<file path="src/rtl/fesg_pkg.sv">
// ----------------------------------------------------------------------------
// fesg_pkg
// Widths, stream layout and shared types of the filled ellipse span generator.
// ----------------------------------------------------------------------------
`timescale 1ns / 1ps

package fesg_pkg;

    localparam int COORD_BITS   = 12;
    localparam int MAX_DIAMETER = 28;
    localparam int SIZE_W       = 5;
    localparam int COLOR_W      = 32;
    localparam int OUT_COORD_W  = COORD_BITS + 1;
    localparam int RW_W         = 5;
    localparam int RH_W         = 4;

    // Walk position widths: column offset and row offset.
    localparam int POS_W  = SIZE_W;
    localparam int HALF_W = SIZE_W - 1;
    // Small signed offsets applied to the center.
    localparam int DELTA_W = POS_W + 2;

    // Shared multiply-accumulate unit.
    localparam int SQ_W   = 2 * SIZE_W;
    localparam int OP_W   = 12;
    localparam int PROD_W = 2 * OP_W;
    localparam int ACC_W  = PROD_W + 4;

    // Input item layout, lowest bit first.
    localparam int IN_CX_LSB     = 0;
    localparam int IN_CY_LSB     = IN_CX_LSB + COORD_BITS;
    localparam int IN_BW_LSB     = IN_CY_LSB + COORD_BITS;
    localparam int IN_BH_LSB     = IN_BW_LSB + SIZE_W;
    localparam int IN_COL_LSB    = IN_BH_LSB + SIZE_W;
    localparam int IN_FIELDS_W   = IN_COL_LSB + COLOR_W;
    localparam int IN_TDATA_W    = ((IN_FIELDS_W + 7) / 8) * 8;

    // Output item layout, lowest bit first.
    localparam int OUT_W_LSB     = 2 * OUT_COORD_W;
    localparam int OUT_FIELDS_W  = 2 * OUT_COORD_W + RW_W + RH_W + COLOR_W;
    localparam int OUT_TDATA_W   = ((OUT_FIELDS_W + 7) / 8) * 8;

    typedef struct packed {
        logic en;   // update the accumulator
        logic clr;  // start from zero instead of the accumulator
        logic neg;  // subtract the product
        logic sh2;  // scale the product by four
    } t_mac_ctl;

    typedef struct packed {
        logic signed [OUT_COORD_W-1:0] x;
        logic signed [OUT_COORD_W-1:0] y;
        logic [RW_W-1:0]               w;
        logic [RH_W-1:0]               h;
    } t_rect;

endpackage

</file>
<file path="src/rtl/fesg_mac.sv">
// ----------------------------------------------------------------------------
// fesg_mac
// Shared multiplier with a signed accumulator for the ellipse decision terms.
// ----------------------------------------------------------------------------
`timescale 1ns / 1ps

module fesg_mac (
    input  logic                                 i_clk,
    input  fesg_pkg::t_mac_ctl                   i_ctl,
    input  logic [fesg_pkg::OP_W-1:0]            i_op_a,
    input  logic [fesg_pkg::OP_W-1:0]            i_op_b,
    output logic [fesg_pkg::PROD_W-1:0]          o_prod,
    output logic signed [fesg_pkg::ACC_W-1:0]    o_sum
);
    import fesg_pkg::*;

    logic signed [ACC_W-1:0] r_acc;
    logic signed [ACC_W-1:0] term;
    logic signed [ACC_W-1:0] base;

    assign o_prod = i_op_a * i_op_b;

    always_comb begin
        term = i_ctl.sh2 ? $signed(ACC_W'({o_prod, 2'b00})) : $signed(ACC_W'(o_prod));
        base = i_ctl.clr ? '0 : r_acc;
        o_sum = i_ctl.neg ? (base - term) : (base + term);
    end

    always_ff @(posedge i_clk) begin
        if (i_ctl.en) begin
            r_acc <= o_sum;
        end
    end

endmodule

</file>
<file path="src/rtl/filled_ellipse_span_generator.sv">
// ----------------------------------------------------------------------------
// filled_ellipse_span_generator
// Midpoint ellipse fill: turns one ellipse request into a run of rectangles.
// ----------------------------------------------------------------------------
//
//  Channel   Dir  Signals                       Contents
//  s (req)   in   i_s_tvalid/o_s_tready/tdata   center, bounding size, color
//  m (rect)  out  o_m_tvalid/i_m_tready/tdata   one fill rectangle per item
//                 o_m_tlast                     set on the last rectangle
//
//  Sequence: setup squares the box width and height; each column step of
//  region one runs its decision terms and offers its rectangles until a
//  test ends that region; each row of region two does the same, and a flush
//  closes; one shared multiplier evaluates each decision term in turn.
//  Reset: synchronous, active low; idles the sequencer, empties both registers.
//  Stalls: a rectangle waits while the hold and output registers are full.
// ----------------------------------------------------------------------------
`timescale 1ns / 1ps

module filled_ellipse_span_generator (
    input  logic                              i_clk,
    input  logic                              i_rst_n,
    // Request item, low bits first: center_x, center_y, box_width,
    // box_height, fill_color, zero fill.
    input  logic                              i_s_tvalid,
    output logic                              o_s_tready,
    input  logic [fesg_pkg::IN_TDATA_W-1:0]   i_s_tdata,
    // Rectangle item, low bits first: rect_x, rect_y, rect_width,
    // rect_height, rect_color, zero fill. last_rect travels as o_m_tlast.
    output logic                              o_m_tvalid,
    input  logic                              i_m_tready,
    output logic [fesg_pkg::OUT_TDATA_W-1:0]  o_m_tdata,
    output logic                              o_m_tlast
);
    import fesg_pkg::*;

    // Sequencer states. Region one steps the column; region two steps the
    // row. Each decision takes a few multiply-accumulate passes.
    localparam logic [4:0] ST_IDLE    = 5'd0;
    localparam logic [4:0] ST_SQW     = 5'd1;   // W*W
    localparam logic [4:0] ST_SQH     = 5'd2;   // H*H
    localparam logic [4:0] ST_R1_TX   = 5'd3;   // acc = H2*x
    localparam logic [4:0] ST_R1_TY   = 5'd4;   // acc - W2*y < 0 ?
    localparam logic [4:0] ST_R1_XX   = 5'd5;   // sq = x*x
    localparam logic [4:0] ST_R1_HX   = 5'd6;   // acc = 4*H2*sq
    localparam logic [4:0] ST_R1_YY   = 5'd7;   // sq = (2y-1)^2
    localparam logic [4:0] ST_R1_WY   = 5'd8;   // acc += W2*sq
    localparam logic [4:0] ST_R1_DEC  = 5'd9;   // acc - W2*H2 >= 0 ?
    localparam logic [4:0] ST_R1_EMIT = 5'd10;
    localparam logic [4:0] ST_R2_STEP = 5'd11;
    localparam logic [4:0] ST_R2_XX   = 5'd12;  // sq = (2x+1)^2
    localparam logic [4:0] ST_R2_HX   = 5'd13;  // acc = H2*sq
    localparam logic [4:0] ST_R2_YY   = 5'd14;  // sq = y*y
    localparam logic [4:0] ST_R2_WY   = 5'd15;  // acc += 4*W2*sq
    localparam logic [4:0] ST_R2_DEC  = 5'd16;  // acc - W2*H2 <= 0 ?
    localparam logic [4:0] ST_R2_EMIT = 5'd17;
    localparam logic [4:0] ST_FLUSH   = 5'd18;

    localparam logic [1:0]              K_LAST     = 2'd3;
    localparam logic [1:0]              K_SECOND   = 2'd1;
    localparam logic [SIZE_W-1:0]       SIZE_MAX   = SIZE_W'(MAX_DIAMETER);
    localparam logic [SIZE_W-1:0]       HEIGHT_MIN = SIZE_W'(2);
    localparam logic [POS_W-1:0]        X_ONE      = POS_W'(1);
    localparam logic signed [DELTA_W-1:0] D_ONE    = DELTA_W'(1);
    localparam logic [RW_W-1:0]         RW_ONE     = RW_W'(1);
    localparam logic [RH_W-1:0]         RH_ONE     = RH_W'(1);

    // Control registers.
    logic [4:0] r_state, n_state;
    logic [1:0] r_k, n_k;
    logic       r_pend_v, n_pend_v;
    logic       r_out_v, n_out_v;

    // Payload registers.
    logic signed [COORD_BITS-1:0] r_xc, n_xc, r_yc, n_yc;
    logic [COLOR_W-1:0]           r_color, n_color;
    logic [SIZE_W-1:0]            r_w, n_w, r_h, n_h;
    logic [SQ_W-1:0]              r_w2, n_w2, r_h2, n_h2;
    logic [OP_W-1:0]              r_sq, n_sq;
    logic [POS_W-1:0]             r_x, n_x, r_xp, n_xp;
    logic [HALF_W-1:0]            r_y, n_y, r_yp, n_yp;
    t_rect                        r_pend, n_pend;
    t_rect                        r_out, n_out;
    logic [COLOR_W-1:0]           r_out_color, n_out_color;
    logic                         r_out_last, n_out_last;

    // Request fields.
    logic [SIZE_W-1:0] in_w, in_h, sat_w, sat_h;

    // Shared arithmetic unit.
    t_mac_ctl                mac_ctl;
    logic [OP_W-1:0]         op_a, op_b;
    logic [PROD_W-1:0]       prod;
    logic signed [ACC_W-1:0] mac_sum;

    // Rectangle under construction.
    logic                        em_cond, em_push, em_go;
    logic                        is_emit, out_free, can_push;
    logic signed [DELTA_W-1:0]   xs, xps, ys, yps, dx, dy;
    logic [POS_W:0]              x_dbl_m1, x_odd, xp_odd;
    logic [POS_W-1:0]            y_odd;
    t_rect                       em_rect;

    assign in_w  = i_s_tdata[IN_BW_LSB +: SIZE_W];
    assign in_h  = i_s_tdata[IN_BH_LSB +: SIZE_W];
    assign sat_w = (in_w > SIZE_MAX) ? SIZE_MAX : in_w;
    assign sat_h = (in_h > SIZE_MAX) ? SIZE_MAX : in_h;

    // Odd factors of the half-pixel terms: 2x-1, 2x+1, 2xp+1 and 2y-1.
    assign x_dbl_m1 = {r_x, 1'b0} - (POS_W + 1)'(1);
    assign x_odd    = {r_x, 1'b1};
    assign xp_odd   = {r_xp, 1'b1};
    assign y_odd    = {r_y - HALF_W'(1), 1'b1};

    // Operand selection for the shared multiplier.
    always_comb begin
        mac_ctl = '0;
        op_a    = '0;
        op_b    = '0;
        unique case (r_state)
            ST_SQW: begin
                op_a = OP_W'(r_w);
                op_b = OP_W'(r_w);
            end
            ST_SQH: begin
                op_a = OP_W'(r_h);
                op_b = OP_W'(r_h);
            end
            ST_R1_TX: begin
                mac_ctl.en  = 1'b1;
                mac_ctl.clr = 1'b1;
                op_a = OP_W'(r_h2);
                op_b = OP_W'(r_x);
            end
            ST_R1_TY: begin
                mac_ctl.en  = 1'b1;
                mac_ctl.neg = 1'b1;
                op_a = OP_W'(r_w2);
                op_b = OP_W'(r_y);
            end
            ST_R1_XX: begin
                op_a = OP_W'(r_x);
                op_b = OP_W'(r_x);
            end
            ST_R1_HX: begin
                mac_ctl.en  = 1'b1;
                mac_ctl.clr = 1'b1;
                mac_ctl.sh2 = 1'b1;
                op_a = OP_W'(r_h2);
                op_b = r_sq;
            end
            ST_R1_YY: begin
                op_a = OP_W'(y_odd);
                op_b = OP_W'(y_odd);
            end
            ST_R1_WY: begin
                mac_ctl.en = 1'b1;
                op_a = OP_W'(r_w2);
                op_b = r_sq;
            end
            ST_R1_DEC, ST_R2_DEC: begin
                mac_ctl.en  = 1'b1;
                mac_ctl.neg = 1'b1;
                op_a = OP_W'(r_w2);
                op_b = OP_W'(r_h2);
            end
            ST_R2_XX: begin
                op_a = OP_W'(x_odd);
                op_b = OP_W'(x_odd);
            end
            ST_R2_HX: begin
                mac_ctl.en  = 1'b1;
                mac_ctl.clr = 1'b1;
                op_a = OP_W'(r_h2);
                op_b = r_sq;
            end
            ST_R2_YY: begin
                op_a = OP_W'(r_y);
                op_b = OP_W'(r_y);
            end
            ST_R2_WY: begin
                mac_ctl.en  = 1'b1;
                mac_ctl.sh2 = 1'b1;
                op_a = OP_W'(r_w2);
                op_b = r_sq;
            end
            default: begin
            end
        endcase
    end

    fesg_mac u_mac (
        .i_clk  (i_clk),
        .i_ctl  (mac_ctl),
        .i_op_a (op_a),
        .i_op_b (op_b),
        .o_prod (prod),
        .o_sum  (mac_sum)
    );

    // Rectangle geometry. Each walk step offers up to four rectangles,
    // selected by r_k; a rectangle whose condition fails is skipped.
    assign xs  = $signed(DELTA_W'(r_x));
    assign xps = $signed(DELTA_W'(r_xp));
    assign ys  = $signed(DELTA_W'(r_y));
    assign yps = $signed(DELTA_W'(r_yp));

    always_comb begin
        em_cond   = 1'b0;
        dx        = '0;
        dy        = '0;
        em_rect.w = '0;
        em_rect.h = '0;
        if (r_state == ST_R1_EMIT) begin
            if (!r_k[1]) begin
                // Single pixels above and below the center column when the
                // first column step already drops the row.
                em_cond   = (r_x == X_ONE) && (r_y != r_yp);
                dy        = r_k[0] ? (D_ONE - yps) : (yps - D_ONE);
                em_rect.w = RW_ONE;
                em_rect.h = RH_ONE;
            end else begin
                em_cond   = (r_y != r_yp);
                dx        = D_ONE - xs;
                dy        = r_k[0] ? yps : -yps;
                em_rect.w = x_dbl_m1[RW_W-1:0];
                em_rect.h = RH_ONE;
            end
        end else begin
            if (!r_k[1]) begin
                // Band of rows finished by a column step.
                em_cond   = (r_x != r_xp);
                dx        = -xps;
                dy        = r_k[0] ? (ys + D_ONE) : -yps;
                em_rect.w = xp_odd[RW_W-1:0];
                em_rect.h = RH_W'(r_yp - r_y);
            end else begin
                // Closing pair once the walk reaches the center row.
                em_cond   = (r_y == '0);
                dx        = -xps;
                dy        = r_k[0] ? '0 : -yps;
                em_rect.w = x_odd[RW_W-1:0];
                em_rect.h = r_k[0] ? RH_W'(r_yp + HALF_W'(1)) : RH_W'(r_yp);
            end
        end
        em_rect.x = OUT_COORD_W'(r_xc) + OUT_COORD_W'(dx);
        em_rect.y = OUT_COORD_W'(r_yc) + OUT_COORD_W'(dy);
    end

    // A new rectangle goes into the hold register; the one held there moves
    // to the output register. Holding one back lets the final rectangle of
    // a request carry tlast without looking ahead.
    assign is_emit  = (r_state == ST_R1_EMIT) || (r_state == ST_R2_EMIT);
    assign out_free = !r_out_v || i_m_tready;
    assign can_push = !r_pend_v || out_free;
    assign em_push  = is_emit && em_cond && can_push;
    assign em_go    = !em_cond || can_push;

    always_comb begin
        n_state     = r_state;
        n_k         = r_k;
        n_pend_v    = r_pend_v;
        n_out_v     = r_out_v && !i_m_tready;
        n_xc        = r_xc;
        n_yc        = r_yc;
        n_color     = r_color;
        n_w         = r_w;
        n_h         = r_h;
        n_w2        = r_w2;
        n_h2        = r_h2;
        n_sq        = r_sq;
        n_x         = r_x;
        n_y         = r_y;
        n_xp        = r_xp;
        n_yp        = r_yp;
        n_pend      = r_pend;
        n_out       = r_out;
        n_out_color = r_out_color;
        n_out_last  = r_out_last;

        if (em_push) begin
            if (r_pend_v) begin
                n_out       = r_pend;
                n_out_color = r_color;
                n_out_last  = 1'b0;
                n_out_v     = 1'b1;
            end
            n_pend   = em_rect;
            n_pend_v = 1'b1;
        end

        unique case (r_state)
            ST_IDLE: begin
                if (i_s_tvalid) begin
                    n_xc    = $signed(i_s_tdata[IN_CX_LSB +: COORD_BITS]);
                    n_yc    = $signed(i_s_tdata[IN_CY_LSB +: COORD_BITS]);
                    n_color = i_s_tdata[IN_COL_LSB +: COLOR_W];
                    n_w     = sat_w;
                    n_h     = sat_h;
                    // A flat request produces no rectangle at all.
                    n_state = (sat_h < HEIGHT_MIN) ? ST_FLUSH : ST_SQW;
                end
            end
            ST_SQW: begin
                n_w2    = prod[SQ_W-1:0];
                n_state = ST_SQH;
            end
            ST_SQH: begin
                n_h2    = prod[SQ_W-1:0];
                n_x     = '0;
                n_y     = r_h[SIZE_W-1:1];
                n_yp    = r_h[SIZE_W-1:1];
                n_state = ST_R1_TX;
            end
            ST_R1_TX: begin
                n_state = ST_R1_TY;
            end
            ST_R1_TY: begin
                if (mac_sum[ACC_W-1]) begin
                    n_x     = r_x + POS_W'(1);
                    n_state = ST_R1_XX;
                end else begin
                    n_xp    = r_x;
                    n_yp    = r_y;
                    n_state = ST_R2_STEP;
                end
            end
            ST_R1_XX: begin
                n_sq    = prod[OP_W-1:0];
                n_state = ST_R1_HX;
            end
            ST_R1_HX: begin
                n_state = ST_R1_YY;
            end
            ST_R1_YY: begin
                n_sq    = prod[OP_W-1:0];
                n_state = ST_R1_WY;
            end
            ST_R1_WY: begin
                n_state = ST_R1_DEC;
            end
            ST_R1_DEC: begin
                if (!mac_sum[ACC_W-1]) begin
                    n_y = r_y - HALF_W'(1);
                end
                n_k     = '0;
                n_state = ST_R1_EMIT;
            end
            ST_R1_EMIT: begin
                if (em_go) begin
                    if (r_k == K_LAST) begin
                        n_yp    = r_y;
                        n_k     = '0;
                        n_state = ST_R1_TX;
                    end else begin
                        n_k = r_k + 2'd1;
                    end
                end
            end
            ST_R2_STEP: begin
                if (r_y != '0) begin
                    n_y     = r_y - HALF_W'(1);
                    n_state = ST_R2_XX;
                end else begin
                    n_state = ST_FLUSH;
                end
            end
            ST_R2_XX: begin
                n_sq    = prod[OP_W-1:0];
                n_state = ST_R2_HX;
            end
            ST_R2_HX: begin
                n_state = ST_R2_YY;
            end
            ST_R2_YY: begin
                n_sq    = prod[OP_W-1:0];
                n_state = ST_R2_WY;
            end
            ST_R2_WY: begin
                n_state = ST_R2_DEC;
            end
            ST_R2_DEC: begin
                if (mac_sum[ACC_W-1] || (mac_sum == '0)) begin
                    n_x = r_x + POS_W'(1);
                end
                n_k     = '0;
                n_state = ST_R2_EMIT;
            end
            ST_R2_EMIT: begin
                if (em_go) begin
                    // The closing pair starts from the band just written.
                    if ((r_k == K_SECOND) && (r_x != r_xp)) begin
                        n_xp = r_x;
                        n_yp = r_y;
                    end
                    if (r_k == K_LAST) begin
                        n_k     = '0;
                        n_state = ST_R2_STEP;
                    end else begin
                        n_k = r_k + 2'd1;
                    end
                end
            end
            ST_FLUSH: begin
                if (!r_pend_v) begin
                    n_state = ST_IDLE;
                end else if (out_free) begin
                    n_out       = r_pend;
                    n_out_color = r_color;
                    n_out_last  = 1'b1;
                    n_out_v     = 1'b1;
                    n_pend_v    = 1'b0;
                    n_state     = ST_IDLE;
                end
            end
            default: begin
                n_state = ST_IDLE;
            end
        endcase
    end

    always_ff @(posedge i_clk) begin
        if (!i_rst_n) begin
            r_state  <= ST_IDLE;
            r_k      <= '0;
            r_pend_v <= 1'b0;
            r_out_v  <= 1'b0;
        end else begin
            r_state  <= n_state;
            r_k      <= n_k;
            r_pend_v <= n_pend_v;
            r_out_v  <= n_out_v;
        end
    end

    always_ff @(posedge i_clk) begin
        r_xc        <= n_xc;
        r_yc        <= n_yc;
        r_color     <= n_color;
        r_w         <= n_w;
        r_h         <= n_h;
        r_w2        <= n_w2;
        r_h2        <= n_h2;
        r_sq        <= n_sq;
        r_x         <= n_x;
        r_y         <= n_y;
        r_xp        <= n_xp;
        r_yp        <= n_yp;
        r_pend      <= n_pend;
        r_out       <= n_out;
        r_out_color <= n_out_color;
        r_out_last  <= n_out_last;
    end

    assign o_s_tready = (r_state == ST_IDLE);
    assign o_m_tvalid = r_out_v;
    assign o_m_tlast  = r_out_last;
    assign o_m_tdata  = OUT_TDATA_W'({r_out_color, r_out.h, r_out.w, r_out.y, r_out.x});

endmodule

</file>
<file path="config.mk">
export PLATFORM = sky130hd
export DESIGN_NAME = filled_ellipse_span_generator
export DESIGN_NICKNAME = d
export VERILOG_FILES = /design/src/rtl/fesg_pkg.sv /design/src/rtl/fesg_mac.sv /design/src/rtl/filled_ellipse_span_generator.sv
export SDC_FILE = /design/constraint.sdc
export NUM_CORES = 1
export LEC_CHECK = 0
export ABC_CLOCK_PERIOD_IN_PS = 11050
export CAP_MARGIN = 15
export CORE_MARGIN = 2
export CORE_UTILIZATION = 30
export DETAILED_ROUTE_END_ITERATION = 16
export DONT_BUFFER_PORTS = 1
export PLACE_DENSITY_LB_ADDON = 0.15
export SETUP_SLACK_MARGIN = 0.1
export SYNTH_ARGS = -nofsm -noshare
export SYNTH_HDL_FRONTEND = slang
export SYNTH_SLANG_ARGS = --single-unit
</file>
<file path="constraint.sdc">
create_clock -name i_clk -period 11.05 [get_ports i_clk]
set_clock_uncertainty 0.1 [all_clocks]
set_input_delay 1.105 -clock i_clk [delete_from_list [all_inputs] [get_ports i_clk]]
set_output_delay 1.105 -clock i_clk [all_outputs]
set_load 0.1 [all_outputs]
</file>
==> flow_summary.json <==
{
  "status": "complete, no violations",
  "grt_pass1_wl_mm": 76.0,
  "drv_cap": 0,
  "crit_path_end_kind": "flip-flop",
  "fin_cells": 2699,
  "syn_area_sq_um": 18000,
  "pre_cts_ws_ns": -0.00875,
  "yosys_warnings": 0,
  "synth_cells": 1805,
  "hold_viol": 0,
  "first_pass_iters": 5,
  "dp.cells": 2624,
  "diodes": 0,
  "avgSynthCellArea_sq_um": 9.96,
  "fin_nets": 2187,
  "maxSlewViolCount": 0,
  "drc_errors": 0,
  "drive_gt1_frac": 0.176,
  "rsz0062_at_grt": "no",
  "vias": 13600,
  "fin_ws_ns": 0.589,
  "cp-start-kind": "flip-flop",
  "ys.flop_type": "edfxtp_1",
  "critPathRequiredTime_ns": 11.24,
  "drt-total-wl_mm": 48.5,
  "die_y_um": 249,
  "min_path_type": "reg2reg",
  "die_x_um": 249,
  "dpl.hpwl_mm": 38.2,
  "critPathSlowestCell": "fa_1",
  "async_flop_share": 0,
  "synth-edff-count": 178,
  "cts-root-buf": "clkbuf_16",
  "antenna_left": 0,
  "ys_ff_latch": 255,
  "seq_area_frac_synth": 0.383,
  "htree_levels": 1,
  "fmax_mhz": 95.6,
  "path_max_fanout": 7,
  "coreArea_sq_um": 59100,
  "num_rows": 89,
  "cts_buffer_depth": 3,
  "tightest_slew_ns": 1.14,
  "crit_type": "reg2reg",
  "grt_max_degree": 67,
  "worstPathArrival_ns": 10.65,
  "slew_headroom": 0.239,
  "fillers": 5941,
  "timing.final.crit_share": 0.947,
  "antenna_found_initial": 0,
  "grt_pass1_vias": 13200,
  "fin_crit_ns": 10.46,
  "grt_usage": 0.152,
  "synth.distinct_cells": 92,
  "worst_hold_slack_ns": 0.366,
  "gp_congestion": 0.867,
  "finalSetupViolCount": 0,
  "io_buffers": 0,
  "die-area_sq_um": 61900,
  "cts_num_sinks": 255,
  "clk-insertion-delay-late_ns": 0.57,
  "wire_per_inst_um": 18.0,
  "initial_core_util": 0.304,
  "drtIter0Drc": 712,
  "clk_pin_slew_ns": 0.07,
  "area_growth_pct": 16.7,
  "cts_tree": "done",
  "cp_slowest_stage_delay_ns": 0.58,
  "io_pins": 151,
  "cts_made_buffers": 31,
  "via_per_inst": 5.03,
  "gr-total-overflow": 0
}
## logic make-up (layout without fill, tap and decap cells)
family	after synthesis	after routing	synth area share
AND/OR/NAND/NOR	568	568	0.150
other	1	5	0.000209
adder cells (fa/ha/maj)	210	210	0.180
buffers and inverters	223	340	0.0490
flip-flops	255	255	0.383
XOR/XNOR	107	107	0.0526
multiplexers	78	78	0.0482
AO/OA/AOI/OAI	363	363	0.136
## placed cells by master, fill, tap and decap left out, types with 11 or more instances in the layout
| master | instances |
|---|---|
| nand3_1 | 30 |
| a31oi_1 | 16 |
| ha_1 | 128 |
| nor2b_1 | 43 |
| nand2b_1 | 18 |
| dfxtp_1 | 75 |
| xor2_1 | 46 |
| fa_1 | 82 |
| o21bai_1 | 11 |
| a21oi_1 | 87 |
| a21o_1 | 17 |
| buf_4 | 131 |
| o211ai_1 | 15 |
| inv_1 | 142 |
| clkbuf_16 | 34 |
| nand2_1 | 162 |
| nor2_1 | 160 |
| o21a_1 | 11 |
| and2_1 | 17 |
| mux2_2 | 68 |
| or2_2 | 12 |
| and3_1 | 15 |
| xnor2_1 | 55 |
| nor3_1 | 36 |
| edfxtp_1 | 178 |
| o21ai_0 | 74 |
## routing by layer
layer / vias up / routed length, um / track usage
li1: 6583 / - / -
met1: 6647 / 21500 / 0.198
met2: 287 / 23600 / 0.263
met3: 66 / 2130 / 0.0227
met4: 0 / 1290 / 0.0424
met5: - / 0 / 0
## metrics by stage
stage                      util  instance area [sq um]  setup TNS (ns)
final                     0.355                  21000               0
after CTS                 0.349                  20600               0
after detailed placement  0.331                  19600         -0.0428
after global routing      0.355                  21000               0
after floorplan               -                  18000               0
after global placement    0.331                  19600          -0.120
## final cells by class
type | count | area, sq um | area share
inverters | 143 | 537 | 0.0256
well taps | 773 | 967 | 0.0461
multi-input cells | 1331 | 10500 | 0.499
clock buffers | 47 | 960 | 0.0457
clock inverters | 11 | 80.1 | 0.00382
repair buffers | 139 | 1080 | 0.0513
flip-flops and latches | 255 | 6890 | 0.328
## final timing paths
path | startpoint | end | slack, ns | depth (start not counted)
worst max register to register | r_state[3] | r_xp[3] | 0.59 | 45
worst min-delay path | r_color[15] | r_out_color[15] | 0.37 | 1
worst max-delay path | r_state[3] | r_xp[3] | 0.59 | 45
worst min register to register | r_color[15] | r_out_color[15] | 0.37 | 1
## synth_stat cells (13+ instances only)
cell type | n | share of area
nor2b_1 | 43 | 0.015
edfxtp_1 | 178 | 0.30
inv_1 | 143 | 0.030
a31oi_1 | 16 | 0.0056
nor2_1 | 168 | 0.035
nand3_1 | 30 | 0.0084
a21o_1 | 17 | 0.0071
ha_1 | 128 | 0.089
or2_2 | 13 | 0.0045
o21ai_0 | 79 | 0.022
a21oi_1 | 94 | 0.026
and3_1 | 15 | 0.0052
nand2_1 | 164 | 0.034
o211ai_1 | 15 | 0.0063
nand2b_1 | 19 | 0.0066
mux2_2 | 69 | 0.043
xnor2_1 | 59 | 0.029
xor2_1 | 47 | 0.023
clkbuf_1 | 55 | 0.011
dfxtp_1 | 77 | 0.086
fa_1 | 82 | 0.091
nor3_1 | 40 | 0.011
and2_1 | 19 | 0.0066
## state kept, by name, summed over array words and instances, names as in the netlist
name / cells
o_m_tdata: 35
o_m_tlast: 1
o_m_tvalid: 1
r_color: 32
r_h: 5
r_h2: 10
r_k: 2
r_out_color: 32
r_pend: 34
r_pend_v: 1
r_sq: 12
r_state: 5
r_w: 5
r_w2: 10
r_x: 5
r_xc: 12
r_xp: 5
r_y: 4
r_yc: 12
r_yp: 4
u_mac.r_acc: 28
## critical path, delay by kind of cell (launching register included)
kind | cells | cell delay, ns
adders and majority gates | 7 | 3.11
AOI/OAI and AO/OA | 12 | 2.38
and+or+nand+nor | 11 | 2.13
buffers and inverters | 12 | 1.47
xor gates and xnor gates | 3 | 0.58
DFF | 1 | 0.38
## repair_timing
| action | 4_1_cts | 5_1_grt |
|---|---|---|
| hold buffers | 0 | 0 |
| endpoints found under the setup margin | 14 | 22 |
| resized for setup | 2 | 57 |
| setup buffers | 0 | 17 |
| pin swaps | 0 | 16 |
Power is left out: the tool's default activity adds up to more than one toggle a clock period on the data nets, which glitch-free logic cannot reach.
